--- src/design/dsswu_pkg.sv ---
package dsswu_pkg;

  // Field widths of the request and result transfers.
  localparam int unsigned OP_W   = 3;
  localparam int unsigned POS_W  = 8;
  localparam int unsigned VAL_W  = 32;
  localparam int unsigned SLOT_W = 3;
  localparam int unsigned SEG_W  = 7;
  localparam int unsigned DIG_W  = 4;

  // A 32-bit value has at most ten decimal digits.
  localparam int unsigned MAX_DIGITS = 10;

  // Default number of display positions.
  localparam int unsigned NUM_DISPLAYS_DEF = 8;

  // Reciprocal of ten: floor(v * RECIP_TEN / 2^35) equals v / 10 for any 32-bit v.
  localparam logic [VAL_W-1:0] RECIP_TEN  = 32'hCCCC_CCCD;
  localparam int unsigned      RECIP_SHFT = 35;

  // Operation codes.
  localparam logic [OP_W-1:0] OP_SHOW   = 3'd0;
  localparam logic [OP_W-1:0] OP_CLOCK  = 3'd1;
  localparam logic [OP_W-1:0] OP_SINGLE = 3'd2;
  localparam logic [OP_W-1:0] OP_CLR1   = 3'd3;
  localparam logic [OP_W-1:0] OP_CLRALL = 3'd4;

  typedef struct packed {
    logic [OP_W-1:0]  opcode;
    logic [POS_W-1:0] position;
    logic [VAL_W-1:0] value;
  } req_t;

  typedef struct packed {
    logic [SLOT_W-1:0] slot;
    logic [SEG_W-1:0]  segments;
    logic              last;
  } res_t;

  // Request to the divide-by-ten unit.
  typedef struct packed {
    logic             start;
    logic [VAL_W-1:0] value;
  } div_req_t;

  // Answer of the divide-by-ten unit.
  typedef struct packed {
    logic             done;
    logic [VAL_W-1:0] quot;
    logic [DIG_W-1:0] rem;
  } div_rsp_t;

  // Segment pattern of one decimal digit, bit 0 is segment a.
  function automatic logic [SEG_W-1:0] seg_of(input logic [DIG_W-1:0] d);
    logic [SEG_W-1:0] s;
    case (d)
      4'd0:    s = 7'b0111111;
      4'd1:    s = 7'b0000110;
      4'd2:    s = 7'b1011011;
      4'd3:    s = 7'b1001111;
      4'd4:    s = 7'b1100110;
      4'd5:    s = 7'b1101101;
      4'd6:    s = 7'b1111101;
      4'd7:    s = 7'b0000111;
      4'd8:    s = 7'b1111111;
      4'd9:    s = 7'b1101111;
      default: s = '0;
    endcase
    return s;
  endfunction

endpackage

--- src/design/dsswu_div10.sv ---
module dsswu_div10 import dsswu_pkg::*; (
  input  logic     clk_i,
  input  logic     rst_ni,
  input  div_req_t req_i,
  output div_rsp_t rsp_o
);

  logic [2*VAL_W-1:0] prod_q;
  logic [VAL_W-1:0]   val_q;
  logic               vld_q;
  logic [VAL_W-1:0]   quot;
  logic [DIG_W-1:0]   rem;
  logic               done_q;
  logic [VAL_W-1:0]   quot_q;
  logic [DIG_W-1:0]   rem_q;

  // Control: one valid bit per stage.
  always_ff @(posedge clk_i or negedge rst_ni) begin
    if (!rst_ni) begin
      vld_q  <= 1'b0;
      done_q <= 1'b0;
    end else begin
      vld_q  <= req_i.start;
      done_q <= vld_q;
    end
  end

  // First stage: multiply by the reciprocal of ten.
  always_ff @(posedge clk_i) begin
    if (req_i.start) begin
      prod_q <= req_i.value * {{VAL_W{1'b0}}, RECIP_TEN};
      val_q  <= req_i.value;
    end
  end

  // Second stage: quotient from the high product bits, remainder from the low bits.
  // The remainder is below ten, so four bits of the difference are enough.
  assign quot = VAL_W'(prod_q >> RECIP_SHFT);
  assign rem  = val_q[DIG_W-1:0] - ((quot[DIG_W-1:0] << 3) + (quot[DIG_W-1:0] << 1));

  always_ff @(posedge clk_i) begin
    if (vld_q) begin
      quot_q <= quot;
      rem_q  <= rem;
    end
  end

  assign rsp_o = {done_q, quot_q, rem_q};

endmodule

--- src/design/dsswu_seq.sv ---
module dsswu_seq import dsswu_pkg::*; #(
  parameter int unsigned NumDisplays = NUM_DISPLAYS_DEF
) (
  input  logic     clk_i,
  input  logic     rst_ni,
  input  logic     start_i,
  output logic     busy_o,
  input  req_t     req_i,
  output div_req_t div_req_o,
  input  div_rsp_t div_rsp_i,
  output res_t     res_o,
  output logic     res_strobe_o
);

  localparam int unsigned CNT_W = $clog2(NumDisplays + 1);
  localparam int unsigned CMP_W = POS_W + 1;

  localparam logic [1:0] ST_IDLE = 2'd0;
  localparam logic [1:0] ST_DIV  = 2'd1;
  localparam logic [1:0] ST_EMIT = 2'd2;

  logic [1:0]       state_q;
  logic [OP_W-1:0]  op_q;
  logic [POS_W-1:0] pos_q;
  logic [DIG_W-1:0] ndig_q;
  logic [DIG_W-1:0] digits_q [MAX_DIGITS];
  logic [POS_W-1:0] base_q;
  logic [CNT_W-1:0] cnt_q;
  logic [CNT_W-1:0] idx_q;
  logic             zero_q;
  res_t             res_q;
  logic             strobe_q;

  logic             accept;
  logic             req_pos_ok;
  logic             pos_ok;
  logic [POS_W-1:0] pos_next;
  logic             en_lo;
  logic             en_hi;
  logic [DIG_W-1:0] ndig_next;
  logic             fits;
  logic             at_last;
  logic [POS_W-1:0] slot_full;

  assign accept     = start_i && (state_q == ST_IDLE);
  assign busy_o     = (state_q != ST_IDLE);
  assign req_pos_ok = {1'b0, req_i.position} < CMP_W'(NumDisplays);
  assign pos_ok     = {1'b0, pos_q} < CMP_W'(NumDisplays);
  assign pos_next   = pos_q + POS_W'(1);

  // Clock field: each of the two writes is checked on its own.
  assign en_lo = pos_ok;
  assign en_hi = ({1'b0, pos_next} < CMP_W'(NumDisplays)) &&
                 (div_rsp_i.quot < VAL_W'(MAX_DIGITS));

  // Show number: the whole digit run must fit in the row.
  assign ndig_next = ndig_q + DIG_W'(1);
  assign fits      = ({1'b0, pos_q} + CMP_W'(ndig_next)) <= CMP_W'(NumDisplays);

  assign at_last   = (idx_q + CNT_W'(1)) == cnt_q;
  assign slot_full = base_q + POS_W'(idx_q);

  // The divider starts on a show or clock request and for each further digit.
  always_comb begin
    div_req_o.start = (accept && ((req_i.opcode == OP_SHOW) || (req_i.opcode == OP_CLOCK))) ||
                      ((state_q == ST_DIV) && div_rsp_i.done && (op_q == OP_SHOW) &&
                       (div_rsp_i.quot != '0));
    div_req_o.value = accept ? req_i.value : div_rsp_i.quot;
  end

  // Sequencer: accept, divide where needed, then write one position per cycle.
  always_ff @(posedge clk_i or negedge rst_ni) begin
    if (!rst_ni) begin
      state_q  <= ST_IDLE;
      ndig_q   <= '0;
      cnt_q    <= '0;
      idx_q    <= '0;
      strobe_q <= 1'b0;
    end else begin
      strobe_q <= (state_q == ST_EMIT);
      case (state_q)
        ST_IDLE: begin
          if (accept) begin
            ndig_q <= '0;
            idx_q  <= '0;
            case (req_i.opcode)
              OP_SHOW, OP_CLOCK: begin
                state_q <= ST_DIV;
              end
              OP_SINGLE: begin
                if (req_pos_ok && (req_i.value < VAL_W'(MAX_DIGITS))) begin
                  cnt_q   <= CNT_W'(1);
                  state_q <= ST_EMIT;
                end
              end
              OP_CLR1: begin
                if (req_pos_ok) begin
                  cnt_q   <= CNT_W'(1);
                  state_q <= ST_EMIT;
                end
              end
              OP_CLRALL: begin
                cnt_q   <= CNT_W'(NumDisplays);
                state_q <= ST_EMIT;
              end
              default: begin
              end
            endcase
          end
        end
        ST_DIV: begin
          if (div_rsp_i.done) begin
            ndig_q <= ndig_next;
            if (op_q == OP_CLOCK) begin
              cnt_q   <= CNT_W'({1'b0, en_lo} + {1'b0, en_hi});
              state_q <= (en_lo || en_hi) ? ST_EMIT : ST_IDLE;
            end else if (div_rsp_i.quot == '0) begin
              cnt_q   <= CNT_W'(ndig_next);
              state_q <= fits ? ST_EMIT : ST_IDLE;
            end
          end
        end
        ST_EMIT: begin
          idx_q <= idx_q + CNT_W'(1);
          if (at_last) begin
            state_q <= ST_IDLE;
          end
        end
        default: begin
          state_q <= ST_IDLE;
        end
      endcase
    end
  end

  // Request fields, digit queue and write base.
  always_ff @(posedge clk_i) begin
    if (accept) begin
      op_q   <= req_i.opcode;
      pos_q  <= req_i.position;
      zero_q <= (req_i.opcode == OP_CLR1) || (req_i.opcode == OP_CLRALL);
      base_q <= (req_i.opcode == OP_CLRALL) ? '0 : req_i.position;
      digits_q[0] <= req_i.value[DIG_W-1:0];
    end else if ((state_q == ST_DIV) && div_rsp_i.done) begin
      if (op_q == OP_CLOCK) begin
        base_q      <= en_lo ? pos_q : pos_next;
        digits_q[0] <= en_lo ? div_rsp_i.rem : div_rsp_i.quot[DIG_W-1:0];
        digits_q[1] <= div_rsp_i.quot[DIG_W-1:0];
      end else begin
        digits_q[ndig_q] <= div_rsp_i.rem;
      end
    end else if (state_q == ST_EMIT) begin
      // Digits leave least significant first.
      for (int i = 0; i < MAX_DIGITS - 1; i++) begin
        digits_q[i] <= digits_q[i+1];
      end
    end
  end

  // Output register: one position write per strobe.
  always_ff @(posedge clk_i) begin
    if (state_q == ST_EMIT) begin
      res_q.slot     <= slot_full[SLOT_W-1:0];
      res_q.segments <= zero_q ? '0 : seg_of(digits_q[0]);
      res_q.last     <= at_last;
    end
  end

  assign res_o        = res_q;
  assign res_strobe_o = strobe_q;

endmodule

--- src/design/decimal_seven_segment_writer_unit.sv ---
// Decimal seven-segment writer.
//
// A request transfer (req_i: opcode, position, value) is taken at a rising
// clock edge where start is high and busy is low. Each request turns into a
// run of position writes on res_o, one per cycle, each marked by res_strobe_o
// for exactly one cycle; the final write of a request has last set. A request
// that is rejected, or whose writes are all skipped, produces no transfer.
//
// Run of a request: a shown number of n digits goes digit by digit through
// the divide-by-ten unit, each digit through its multiply and quotient
// registers, then writes n positions at one per cycle. A number too long for
// its position is still divided digit by digit but writes nothing. A clock
// field takes one division plus up to two writes. A single digit or clear-one
// takes one write; clear-all takes NumDisplays writes. Each write shows on
// the outputs in the cycle after it is produced, and the next request can be
// taken while the final write is on the outputs.
//
// The receiver cannot stall: results are never held back. Reset returns the
// sequencer to idle with no pending writes and no strobe.
module decimal_seven_segment_writer_unit import dsswu_pkg::*; #(
  parameter int unsigned NumDisplays = NUM_DISPLAYS_DEF
) (
  input  logic clk_i,
  input  logic rst_ni,
  input  logic start,
  output logic busy,
  input  req_t req_i,
  output res_t res_o,
  output logic res_strobe_o
);

  div_req_t div_req;
  div_rsp_t div_rsp;

  // Sequencer with digit queue and output register.
  dsswu_seq #(
    .NumDisplays(NumDisplays)
  ) u_seq (
    .clk_i       (clk_i),
    .rst_ni      (rst_ni),
    .start_i     (start),
    .busy_o      (busy),
    .req_i       (req_i),
    .div_req_o   (div_req),
    .div_rsp_i   (div_rsp),
    .res_o       (res_o),
    .res_strobe_o(res_strobe_o)
  );

  // Divide-by-ten unit, used by the show and clock operations.
  dsswu_div10 u_div10 (
    .clk_i (clk_i),
    .rst_ni(rst_ni),
    .req_i (div_req),
    .rsp_o (div_rsp)
  );

endmodule
--- config.mk ---
export PLATFORM = sky130hd
export DESIGN_NAME = decimal_seven_segment_writer_unit
export DESIGN_NICKNAME = d
export VERILOG_FILES = /design/src/design/dsswu_pkg.sv /design/src/design/dsswu_div10.sv /design/src/design/dsswu_seq.sv /design/src/design/decimal_seven_segment_writer_unit.sv
export SDC_FILE = /design/constraint.sdc
export NUM_CORES = 1
export LEC_CHECK = 0
export BUFFER_PORTS_ARGS = -buffer_cell sky130_fd_sc_hd__buf_2
export CORE_UTILIZATION = 55
export CTS_BUF_LIST = sky130_fd_sc_hd__clkbuf_8
export CTS_CLUSTER_SIZE = 12
export DETAILED_ROUTE_END_ITERATION = 12
export PLACE_DENSITY = 0.81
export SYNTH_ARGS = -nofsm -noshare
export SYNTH_HDL_FRONTEND = slang
export SYNTH_HIERARCHICAL = 1
export SYNTH_SLANG_ARGS = --single-unit
--- constraint.sdc ---
create_clock -name clk_i -period 13.6 [get_ports clk_i]
set_clock_uncertainty 0.15 [all_clocks]
set_input_delay 2.04 -clock clk_i [delete_from_list [all_inputs] [get_ports clk_i]]
set_output_delay 2.04 -clock clk_i [all_outputs]
set_load 0.02 [all_outputs]
Yosys cells after proc, flatten, opt, wreduce, memory -nomap -nowiden
Memories as Yosys holds them, arrays and structs flattened. A register that Yosys moved wholly into a read port is not among the register bits.
Index checks and enable logic that the tools add are counted.
Storage, ports and cells
  bits in registers: 137
  memory bits (read-only): 112
  memory bits (writable): 40
  bits in latches: 0
  memories kept: 2
Cells by class
  $lt $le $gt $ge: 6
  div/mod/pow operators: 0
  shift operators: 0
  muxes and demuxes: 50
  multiply operators: 1
  eq/ne operators: 16
  add/subtract/negate cells: 8
  reduce and logical (&&, ||, !) cells: 28
  bitwise gates (word level): 3
Memory list
  (no name shown): words 16, width 7, rd ports 1, clocked after Yosys merged registers in 1, wr ports 0, RTL line dsswu_pkg.sv:56  | case (d)
  u_seq.digits_q: words 10, width 4, rd ports 10, clocked after Yosys merged registers in 0, wr ports 9, RTL line dsswu_seq.sv:26  | logic [DIG_W-1:0] digits_q [MAX_DIGITS];
Operator list (number)
  32-bit by 32-bit multiplier with 64-bit output, second input constant: 1
  4-bit 2-to-1 mux: 14
  32-bit zero test: 1
  32-bit by 4-bit less-than comparator with 1-bit output, second input constant: 1
  32-bit 2-to-1 mux: 1
  32-bit nonzero test: 1
  29-bit by 4-bit less-than comparator with 1-bit output, second input constant: 1
  8-bit by 4-bit less-than comparator with 1-bit output, second input constant: 3
  4-bit one-hot mux with 2 select lines: 3
  2-bit 2-to-1 mux: 9
  1-bit 2-to-1 mux: 15
  3-bit 2-to-1 mux: 5
  7-bit AND reduction: 2
  4-bit one-hot mux with 3 select lines: 1
  2-bit nonzero test: 5
  8-bit by 4-bit adder with 9-bit output: 1
  9-bit by 4-bit <= comparator with 1-bit output, second input constant: 1
  4-bit by 1-bit adder with 4-bit output, second input constant: 2
  8-bit by 1-bit adder with 8-bit output, second input constant: 1
  2-bit one-hot mux with 4 select lines: 1
  1-bit logical AND: 7
  3-bit by 1-bit == test with 1-bit output, second input constant: 2
  3-bit by 2-bit == test with 1-bit output, second input constant: 2
  3-bit zero test: 2
  21 further kinds: 30

Logic depth before layout (Yosys ltp)
Gate-level depths: netlist (run 1).
  depth after elaboration: 8
  depth in mapped cells: 32

Hierarchy
The synthesis (run 1) kept the hierarchy.
By module, submodules not included
  dsswu_div10: area an instance 18936.9 µm², cells each 1804, times used 1, seq. area each 2031.9 µm²
  dsswu_seq: area an instance 4830.9 µm², cells each 488, times used 1, seq. area each 2357.3 µm²

Worst setup path before layout (run 1)
No wires, ideal clock.
  path type: input to register
  from: input start
  to: register u_div10.prod_q[56] (data pin)
  path buffers: 2
  arrival time: 9.532 ns
  stages on the path: 28
  setup time: 0.159 ns
  setup slack: 3.759 ns
  data required time: 13.291 ns
  cells stage by stage: nand2_1 inv_1 clkbuf_1 clkbuf_1 nand2_1 nand2_1 ha_1 ha_1 fa_1 inv_1 fa_1 inv_1 fa_1 fa_1 fa_1 inv_1 fa_1 inv_1 ha_1 nand3_2 nor2_2 o2111ai_1 a2111oi_2 o21ai_2 a311oi_4 a31oi_1 or4b_1 a22oi_1
RTL lines
  from (decl): RTL line decimal_seven_segment_writer_unit.sv:25  | input logic start,
  to (signal assigned): RTL line dsswu_div10.sv:31  | prod_q <= req_i.value * {{VAL_W{1'b0}}, RECIP_TEN};
  to (decl): RTL line dsswu_div10.sv:8  | logic [2*VAL_W-1:0] prod_q;

==> results of run 1 <==
-- per-stage QoR --
stage / cell area [um^2] / worst slack (ns) / utilization, % / power [W]
2_1_floorplan: 23780 / 3.759 / - / 0.001185
3_3_place_gp: 24690 / 2.180 / 58.35 / 0.001419
3_5_place_dp: 24700 / 2.072 / 58.36 / 0.001441
4_1_cts: 25100 / 2.533 / 59.31 / 0.001796
5_1_grt: 25100 / 1.998 / 59.31 / 0.001917
6_report: 25100 / 2.303 / 59.31 / 0.001809
-- cell usage after synthesis (7+ instances only) --
| cell type | number | area [um^2] |
|---|---|---|
| nor3_1 | 11 | 55.05 |
| mux2_1 | 15 | 168.9 |
| mux2_2 | 14 | 157.7 |
| ha_1 | 370 | 4629 |
| inv_1 | 606 | 2275 |
| xnor2_1 | 47 | 411.6 |
| nand2_1 | 199 | 747.0 |
| nor4_1 | 17 | 106.4 |
| a31oi_1 | 10 | 62.56 |
| edfxtp_1 | 132 | 3964 |
| nand3_1 | 29 | 145.1 |
| dfrtp_1 | 17 | 425.4 |
| nor2_1 | 43 | 161.4 |
| nand4_1 | 11 | 68.82 |
| xor2_1 | 50 | 437.9 |
| a221o_1 | 7 | 70.07 |
| fa_1 | 388 | 7767 |
| and2_1 | 13 | 81.33 |
| and3_1 | 11 | 68.82 |
| clkbuf_1 | 21 | 78.83 |
| a21o_1 | 28 | 210.2 |
| a21oi_1 | 77 | 385.4 |
| o211ai_1 | 9 | 67.56 |
| o21ai_0 | 43 | 215.2 |
-- sequential cells by signal, indices dropped and copies added (netlist names) --
| signal | flops |
|---|---|
| u_seq/idx_q | 4 |
| u_seq/state_q | 2 |
| u_seq/digits_q | 40 |
| u_div10/quot_q | 29 |
| u_div10/val_q | 2 |
| u_seq/res_strobe_o | 1 |
| u_seq/op_q | 3 |
| u_div10/vld_q | 1 |
| u_div10/prod_q | 31 |
| u_seq/zero_q | 1 |
| u_seq/pos_q | 8 |
| u_seq/cnt_q | 4 |
| u_div10/rem_q | 4 |
| u_seq/base_q | 3 |
| u_seq/ndig_q | 4 |
| u_seq/res_o | 11 |
| u_div10/done_q | 1 |
-- layer usage --
metal  vias to the layer above  wire length, um
li1                       7372                -
met1                      8431            28170
met2                       713            31540
met3                       154             4456
met4                         2             3382
met5                         -               13
-- worst max-delay path by stage --
stage / from / endpoint / cells past startpoint
2_1_floorplan: start / u_div10/prod_q[56] / 28
6_report: start / u_div10/prod_q[56] / 30
3_3_place_gp: start / u_div10/prod_q[61] / 29
4_1_cts: start / u_div10/prod_q[61] / 29
3_5_place_dp: start / u_div10/prod_q[56] / 29
5_1_grt: start / u_div10/prod_q[56] / 30
-- power by group --
| part | internal (W) | switching (W) |
|---|---|---|
| sequential | 0.000540 | 0.0000175 |
| clock | 0.000168 | 0.000181 |
| combinational | 0.000357 | 0.000545 |
-- cells by family (layout without fill, tap and decap cells) --
kind of cell / after synthesis / in the layout / synth area share, %
adders and majority gates: 758 / 758 / 52.16
buffers and inverters: 642 / 706 / 10.28
and+or+nand+nor: 379 / 379 / 7.518
AOI/OAI and AO/OA: 229 / 229 / 6.212
DFF: 149 / 149 / 18.47
xor gates and xnor gates: 97 / 97 / 3.574
muxes: 37 / 37 / 1.774
other: 1 / 3 / 0.01578
-- area by class of cell --
type                       count  area share (%)
clock buffer                  17          0.9321
clock inverter                15          0.6729
inverter                     607           9.081
multi-input combinational   1503           67.54
sequential                   149           17.48
tap                          577           2.876
timing repair buffer          67           1.416
-- worst register-to-register path, delay by kind of cell (launching register included) --
family	cells	cell delay (ns)
fa+ha+maj	9	4.27
compound gates	6	2.12
buf+inv	7	1.19
simple gates	7	1.68
xor+xnor	1	0.25
flops	1	0.47
==> flow_results.org, run 1 <==
** Setup path
- Number of cells traversed by the worst register-to-register path :: 30
- Buffers and inverters on the worst path :: 8
- CP Class :: in2reg
- Data arrival, critical path :: 11.42 ns
- In this design, the stage delay of the slowest critical-path cell is 0.74 ns.
- Most Frequent Cell on Critical Path :: fa_1
- Worst setup EP type :: register
- CP top delay family :: adder cells
- For flop-to-flop paths, the worst setup slack is between 3 and 4 ns.
- The worst setup path is launched from an input pin.
- The worst register-to-register path ends at u_div10/prod_q[56].
- CP max-delay cell :: a2111oi_2
- Required time at the endpoint of the critical path :: about 14 ns
- Maximum net fanout on the critical path :: 42
- In this run the critical register-to-register path is launched from u_seq/state_q[0].

** Outcome
- The flow ran to the end, and the final reports show no timing, DRC or antenna violations.

** Pwr
- Worst IR drop on VDD :: 0.08310 mV
- Summed over all cells, the static leakage comes to between 10 and 15 nW.
- Ratio of total power to cell area :: 72.06 nW/um^2

** Route
- Across all layers, the routed design uses 16670 vias.
- After detailed routing, the average wire length per cell comes to 23.02 um.
- Drt pass-1 iters :: 5
- DR vias/cell :: 5.680
- The detailed router finished its first iteration with 1422 violations.
- Summed over all layers, the routed wires come to 67.56 mm.
- After detailed routing, the number of remaining DRC violations is 0.
- Once detail routing completed, the nets flagged for antenna violations numbered 0.

** Die
- DIE HEIGHT :: 209.9 um
- Number of placed I/O pins :: ~60
- Initial core utilization :: 56.16%
- Core Box Area :: 42320 um^2
- Floorplan die area :: 44050 um^2
- The die is between 200 and 250 um wide.
- The floorplan has 75 rows.

** GRT
- Summed over all layers, the global routing overflow is 0.
- Maximum number of pins on one net before global-route repair :: between 40 and 50
- Vias in the first global route :: 17980
- GR Layer Usage met2 :: 52.38%
- GR Layer Usage met3 :: under 10%
- Most crowded layer after global routing :: met2
- The first global-routing pass estimated 105.9 mm of wire.
- Total routing usage reported by global routing :: 32.57%
- In the global route stage, met1 resource usage came out at roughly 44%.
- Number of antenna violations at the first check in global routing :: 1

** Finish
- The filler cells instantiated in the layout total 3512.
- After the last flow step, the layout net total stands at approximately 3100.
- Commonest cells after routing, fill and taps aside :: inv_1, fa_1, ha_1
- The library cell used most frequently in the layout, excluding fill and tap cells, is inv_1.
- Excluding fillers, the count of instances in the completed layout stands at 2935.
- Area taken by multi-input logic gates :: 16950 um^2
- Ant diodes :: 0
- Synthesis-to-layout area growth :: 5.617%
- Layout cells sized above 1 :: under 10%
- Summing all flip-flop and latch instances after layout gives ~4400 um^2.

** Timing
- Worst-margin pin slew :: 1.089 ns
- Worst relative slew slack :: between 20% and 30%
- The number of max-slew violations in the final report was 0.
- Highest Clock Rate :: 88.52 MHz
- Setup repair after global routing left no endpoint under its margin.
- Final-layout worst hold slack :: about 0.27 ns
- Final period utilization :: 83.06%
- After routing, the total negative slack on setup checks comes to 0 ns.
- Hold Vio Cnt, Final :: 0
- The smallest clock period supported by the final layout is computed as 11.30 ns.
- Setup violations remaining at the end of the flow were counted as 0.

** Min path
- Cells on Worst Hold Path :: 0
- The path with the worst hold slack has its endpoint at u_div10/quot_q[15].
- In this run the most critical hold path is launched from u_div10/prod_q[50].
- The path class of the tightest hold or removal check is reg2reg.

** Clock tree
- Library cell used as clock root buffer :: clkbuf_8
- Clock tree synthesis inserted a total of 17 buffers.
- H-tree level count :: 4
- The longest clock path from root to sink contains 2 buffers.
- TritonCTS built the clock tree.
- At the later pin of the worst-skew pair, clock insertion delay measures 0.44 ns.
- Post-CTS setup-driven buffer insertion count :: 0
- For this design, the sink count on the clock tree is 149.
- In this run, post-CTS hold repair placed 0 buffers.
- Clock-pin slew of the registers on the worst-case setup and hold paths :: 0.08 ns
- Cts repair resizes :: 0

** Placed design
- The count of buffers added on input and output ports is a little under 60.
- In this run, placement finished with an instance count of 2903.
- Summed over all nets, the half-perimeter wirelength after detailed placement is 59.56 mm.
- At the end of routability-driven placement, the weighted congestion stood at ~1.1.

** Yosys
- Mean area per synthesized cell :: about 10 um^2
- Async set or reset register ratio after synthesis :: 11.41%
- Synthesized instance count :: 2292
- Post-synth top flop :: edfxtp_1
- The number of different library cells used by synthesis comes to 83.
- Sequential elements use 18.47% of the synthesized area.
- The mapped netlist covers 23770 um^2.
- Warning count from the yosys run :: 6
- EDFF count, synth :: 132
- Number of synthesized register bits :: 149

** Run
- Across the run, the number of max-cap violations was 0.
Note: power is estimated with default switching activity, not from simulation.
==> run 2: changes to the inputs <==
Clock period 13.6 ns to 11.4 ns, I/O delays scaled along.
==> run 2 against run 1 <==
Against the previous run: clock power increased by 17%; critical path type unchanged; combinational power is 20% higher; sequential power is 19% higher; register-to-register slack worse by 1.5 ns; final cell count grew 0.20%; power increased by 19%; first-iteration DRC count is 9.0% higher; largest cell class unchanged; routed wire length is 0.54% higher.
==> flow_results.org, run 2 (synthesized netlist as in run 1, its figures left out) <==
** Outcome
- Result of the run :: finished, final reports clean

** Clock tree
- CTS tree :: done
- Number of buffers added by the clock tree synthesis step :: 17
- Cts repair resizes :: 0
- Clk_lat worst skew :: 0.45 ns
- Sinks on the clock net :: 149
- The tree is rooted in a clkbuf_8.
- Post-CTS setup-driven buffer insertion count :: 0
- The H-tree generated during clock tree synthesis spans 4 levels.
- Clock-pin slew of the registers on the worst-case setup and hold paths :: 0.09 ns
- Deepest clock path buffer count :: 2
- Hold buffer count at cts :: 0

** Setup path
- Maximum net fanout on the critical path :: 36
- CP Class :: in2reg
- STA puts the critical path data required time at 11.46 ns.
- Category of the worst setup path launch point :: input pin
- Reg-to-reg slack, setup :: between 1.5 and 2 ns
- STA puts the critical path data arrival time at slightly above 10 ns.
- The worst setup path is captured at a register.
- In this run the critical register-to-register path is launched from u_seq/state_q[1].
- The number of cells on the worst reg-to-reg path is 28.
- Reg2reg end :: u_div10/prod_q[61]

** Min path
- The worst hold path passes through 0 cells.
- Worst hold path endpoint :: u_div10/quot_q[18]
- The worst hold path begins at u_div10/prod_q[53].
- The tightest min-delay check is of the reg2reg type.

** Timing
- Measured against its own limit, the worst slew margin works out to 24.25%.
- Setup violations remaining at the end of the flow were counted as 0.
- Setup_tns :: 0 ns
- Worst-margin pin slew :: 1.132 ns
- Hold Vio Cnt, Final :: 0
- Final Critical Period :: 10.30 ns
- Setup slack of the critical path after layout :: 1.101 ns
- Max-slew violation count :: 0
- Final period utilization :: 90.34%
- Setup repair after global routing missed its margin :: no
- Static timing analysis puts the maximum clock frequency at 97.10 MHz.

** Route
- DR vias/cell :: roughly 5.6
- Post-detailed-route DRC marker count :: 0
- For this run, the detailed router's first-pass iteration total came to 6.
- Number of nets with antenna violations after routing :: 0
- For this block, the routed nets add up to 67.92 mm of wire.
- The first routing iteration left 1550 violations.
- Vias :: 16470
- Per-cell routed wire length :: between 20 and 25 um

** GRT
- For this run, global-route usage on met2 was measured as 54.39%.
- Entering global routing, the biggest net connects 51 pins.
- Remaining Overflow, GRT :: 0
- GR Layer Usage met1 :: 43.72%
- The initial antenna violation count was 0.
- Vias in the first global route :: roughly 18000
- Most crowded layer after global routing :: met2
- The first global-routing pass estimated 105.0 mm of wire.
- For this run, the total global-route usage over all layers was measured as 32.62%.
- GR Layer Usage met3 :: around 4.2%

** Die
- The floorplan has 75 rows.
- Once the floorplan was initialized, standard cells occupied 56.16% of the core.
- DIE HEIGHT :: 209.9 um
- From left edge to right edge, the die measures roughly 210 um.
- Number of placed I/O pins :: 59
- The core region is ~42000 um^2.
- The die covers 44050 um^2.

** Pwr
- IR analysis of the VDD net gives a maximum drop of 0.07844 mV.
- Final Total Pwr :: 0.002151 W
- For this design the static power due to leakage is 12.75 nW.
- Ratio of total power to cell area :: 85.46 nW/um^2

** Placed design
- Standard cell area after detailed placement :: 24760 um^2
- Number of input and output port buffers inserted :: 58
- OpenSTA, run right after detailed placement, puts the worst setup slack at roughly 0.79 ns.
- Placer congestion estimate :: 1.049
- Cell count after placement :: 2909
- HPWL Detailed :: approximately 60 mm

** Finish
- After the last flow step, the layout net total stands at 3155.
- Final Instance Count excl. Fillers :: 2941
- Post-Layout Inst Area :: ~25000 um^2
- The register with the most flip-flops in the final layout is u_seq/digits_q.
- Top flop regs :: u_seq/digits_q: 40 flops, u_div10/prod_q: 31 flops, u_div10/quot_q: 29 flops
- Flip-flop count of the largest register after layout :: 40
- The post-route netlist has 5.922% of its cells at a drive strength greater than 1.
- The top cell types in the final layout, fill and taps aside, are inv_1, fa_1, ha_1.
- 0 antenna diodes ended up in the layout.
- The area growth from synthesis to layout is 5.870%.
- Leaving out fill and tap cells, the most frequent cell in the layout is inv_1.

** Run
- Maxcap violations :: 0
==> run 2: changes by cell type in the layout (fill, tap and decap cells not counted), sizes merged <==
cell    delta
bufinv     -1
buf        +6
clkinv     +1
==> run 2: worst max path at each step <==
stage	from	slack, ns	cells past startpoint	end
after floorplan	start	1.89	28	u_div10/prod_q[56]
after global placement	start	0.84	26	u_div10/prod_q[61]
after detailed placement	start	0.79	26	u_div10/prod_q[61]
after CTS	start	1.26	26	u_div10/prod_q[61]
after global routing	start	0.88	28	u_div10/prod_q[61]
final	start	1.10	27	u_div10/prod_q[61]
==> run 2: where the power goes <==
| group | total (W) | internal (W) | switching (W) |
|---|---|---|---|
| registers | 0.000663 | 0.000645 | 0.0000189 |
| logic | 0.00108 | 0.000425 | 0.000652 |
| clock network | 0.000410 | 0.000184 | 0.000226 |
| total | 0.00215 | 0.00125 | 0.000897 |
==> run 2: critical path, cell delays in order <==
cell and delay [ns]:
buf_2 0.11, nand2_1 0.08, buf_4 0.37, nand2_1 0.10, nand2_1 0.33, ha_1 0.45
ha_1 0.35, fa_1 0.56, inv_1 0.06, fa_1 0.55, inv_1 0.06, fa_1 0.52
fa_1 0.44, fa_1 0.55, inv_1 0.06, fa_1 0.54, inv_1 0.05, ha_1 0.35
a21oi_1 0.32, o22ai_1 0.13, nor4_1 0.73, o311ai_0 0.56, a21oi_1 0.47, nor2_1 0.20
a2111o_1 0.41, a31oi_1 0.21, xnor2_1 0.08
==> run 2: cell type report <==
| class | count | area (um^2) |
|---|---|---|
| Tap cell | 577 | 721.9 |
| Inverter | 607 | 2280 |
| Multi-Input combinational cell | 1503 | 16950 |
| Fill cell | 3568 | 17160 |
| Clock buffer | 17 | 234.0 |
| Timing Repair Buffer | 73 | 415.4 |
| Sequential cell | 149 | 4389 |
| Clock inverter | 15 | 168.9 |
==> run 2: routing by layer <==
layer | part of all wire [%] | wire length (um)
met5 | 0 | 0
met4 | 4.1 | 2781
met2 | 48 | 32430
met1 | 41 | 28000
met3 | 6.9 | 4711
==> run 2: through the flow <==
stage	utilization (%)	hold slack, ns
5_1_grt	59.46	0.2781
3_5_place_dp	58.50	0.2545
2_1_floorplan	-	0.2503
4_1_cts	59.46	0.2687
3_3_place_gp	58.50	0.2519
6_report	59.46	0.2695
==> run 3: changes to the inputs <==
Settings changed: CORE_UTILIZATION 55 to 60, PLACE_DENSITY 0.81 to 0.86, RECOVER_POWER from default to 50, SETUP_SLACK_MARGIN from default to 0.3.
==> run 3 against run 2 <==
Against the previous run: the flow now finishes with violations (max-capacitance violations, max-slew violations); combinational power about the same; core utilization grew 5.1 points; power shrank 0.26%; clock power fell by 1%; via count grew 1.1%.
==> flow_results.org, run 3 (synthesized netlist as in run 1, its figures left out) <==
** Clock tree
- Post-CTS setup-driven buffer insertion count :: 0
- Number of buffers added by the clock tree synthesis step :: 17
- CTS tree :: done
- Clock latency on the worst-skew pair, taken at its later pin, is 0.45 ns.
- The cell sitting at the root of the clock tree is a clkbuf_8.
- Deepest clock path buffer count :: 2
- Cts repair resizes :: 0
- Clock-pin slew was measured on the worst setup and hold paths at about 0.09 ns.
- Hold buffer count at cts :: 0
- H-tree level count :: 4
- For this design, the sink count on the clock tree is 149.

** Timing
- After routing, the total negative slack on setup checks comes to 0 ns.
- Final period utilization :: between 90 and 100%
- Max-slew violation count :: 34
- Final Critical Period :: between 10 and 15 ns
- Setup repair after global routing left no endpoint under its margin.
- Measured against its own limit, the worst slew margin works out to -23.46%.
- For the pin with the worst max-slew slack, the measured transition is 1.852 ns.
- Based on the critical path, the design can be clocked at up to 95.25 MHz.
- Hold Vio Cnt, Final :: 0
- Setup violations remaining at the end of the flow were counted as 0.

** GRT
- The total overflow left after global routing is 0.
- The initial antenna violation count was 1.
- Maximum number of pins on one net before global-route repair :: 35
- The via count of the first global-routing pass was 18080.
- The first global-routing pass estimated roughly 110 mm of wire.
- For this run, the total global-route usage over all layers was measured as 35.36%.

** Finish
- Net count reported at finish :: 3154
- The register with the most flip-flops in the layout has 40 of them.
- The largest registers in the layout are u_seq/digits_q: 40 flops, u_div10/prod_q: 31 flops, u_div10/quot_q: 29 flops.
- The area growth from synthesis to layout is 5.385%.
- Most common cell after layout, fill and taps aside :: inv_1
- Counting flops per register, the top entry is u_seq/digits_q.
- Ant diodes :: 0
- Layout cells sized above 1 :: 5.290%
- Fill cells in the final layout number 3045.
- In the layout the commonest cells are inv_1, fa_1, ha_1.

** Setup path
- Reg-to-reg slack, setup :: 1.66 ns
- The largest single stage delay on the critical path is 0.77 ns.
- The critical path is of the in2reg type.
- Number of cells traversed by the worst register-to-register path :: 29
- Data on the critical path arrives at its endpoint at 10.55 ns.
- In this run the worst path has a maximum fanout of 30.
- The worst setup path is launched from an input pin.
- For the worst setup path, the data required time is 11.45 ns.
- Reg2reg end :: u_div10/prod_q[61]
- RR Startpoint :: u_seq/state_q[0]
- Worst setup EP type :: register
- The largest individual stage delay along the critical path comes from the cell ha_1.
- The cell that appears most often on the critical path is fa_1.

** Die
- Std cell rows :: 72
- Horizontal die dimension :: just over 200 um
- DIE HEIGHT :: 201.0 um
- The die covers 40410 um^2.
- Once the floorplan was initialized, standard cells occupied 61.21% of the core.
- For this design the top-level I/O count stands at 59.
- Core Box Area :: 38830 um^2

** Pwr
- Across the VDD grid, the largest voltage drop is approximately 0.080 mV.
- Final Total Pwr :: 0.002145 W
- Static leakage power :: 12.70 nW
- Ratio of total power to cell area :: 85.63 nW/um^2

** Min path
- In this run the most critical hold path is launched from u_div10/vld_q.
- Type of the tightest min-delay check :: reg2reg
- Worst hold path endpoint :: u_div10/done_q
- Along the worst hold path, the cell count comes to 0.

** Route
- Sum of routed wire length over all layers :: 68.23 mm
- Before antenna repair, the detailed router went through 5 iterations.
- Vias :: 16650
- The first routing iteration left 1295 violations.
- Number of nets with antenna violations after routing :: 0
- In the final routed layout, each cell accounts on average for 23.68 um.
- After detailed routing, the number of vias per cell comes to 5.780.
- Post-detailed-route DRC marker count :: 0

** Outcome
- The final reports fail on max-capacitance violations, max-slew violations.
- The run finished, with violations left.

** Placed design
- Routability-driven placement finished with a final weighted congestion of 1.031.
- HPWL Detailed :: 59.86 mm
- Buffers placed on the I/O ports in this run total 58.

** Run
- Across the run, the number of max-cap violations was 1.
[run 3: cell types whose count changed in the layout (fill, tap and decap cells not counted), sizes merged]
cell and change:
buf -15, bufinv +1, inv -1, clkbuf +14
[run 3: power breakdown]
group | switching, W | total (W) | internal (W)
Combinational | 0.000649 | 0.00107 | 0.000425
Sequential | 0.0000207 | 0.000665 | 0.000645
Clock | 0.000209 | 0.000406 | 0.000196
[run 3: worst max-delay path by stage]
stage	from	to	slack [ns]	cells past startpoint
3_3_place_gp	start	u_div10/prod_q[62]	0.71	25
6_report	start	u_div10/prod_q[61]	0.90	29
3_5_place_dp	start	u_div10/prod_q[61]	0.52	29
4_1_cts	start	u_div10/prod_q[61]	0.94	29
5_1_grt	start	u_div10/prod_q[61]	0.66	28
2_1_floorplan	start	u_div10/prod_q[56]	1.89	28
[run 3: cell type report]
class | count | area, um^2 | area share [%]
repair buffers | 72 | 387.9 | 1.549
inverters | 607 | 2280 | 9.101
flip-flops and latches | 149 | 4389 | 17.52
clock inverters | 15 | 155.1 | 0.6194
clock buffers | 17 | 234.0 | 0.9341
multi-input cells | 1503 | 16950 | 67.69
well taps | 518 | 648.1 | 2.588
[run 3: worst max-delay path: cells and delay by family]
| kind | cells | cell delay [ns] |
|---|---|---|
| xor+xnor | 2 | 0.37 |
| compound gates | 7 | 2.25 |
| simple gates | 6 | 1.51 |
| buf+inv | 6 | 0.61 |
| fa+ha+maj | 8 | 4.06 |
[run 3: stage by stage]
stage / instance area [um^2] / util (%) / std cells / hold WS, ns / setup WS (ns)
after floorplan: 23780 / - / 2294 / 0.2503 / 1.889
after global placement: 24680 / 63.56 / 2849 / 0.2154 / 0.7129
after detailed placement: 24680 / 63.56 / 2849 / 0.2229 / 0.5155
after CTS: 25070 / 64.56 / 2881 / 0.2333 / 0.9405
after global routing: 25050 / 64.51 / 2881 / 0.2488 / 0.6603
final: 25050 / 64.51 / 2881 / 0.2299 / 0.9015
[run 3: per-layer routing]
metal / track usage (%) / vias up / share of wire [%]
met5: 0 / - / 0
met3: 5.357 / 186 / 6.6
met4: 17.23 / 0 / 6.0
met1: 44.97 / 8344 / 39
li1: - / 7386 / -
met2: 59.27 / 737 / 48
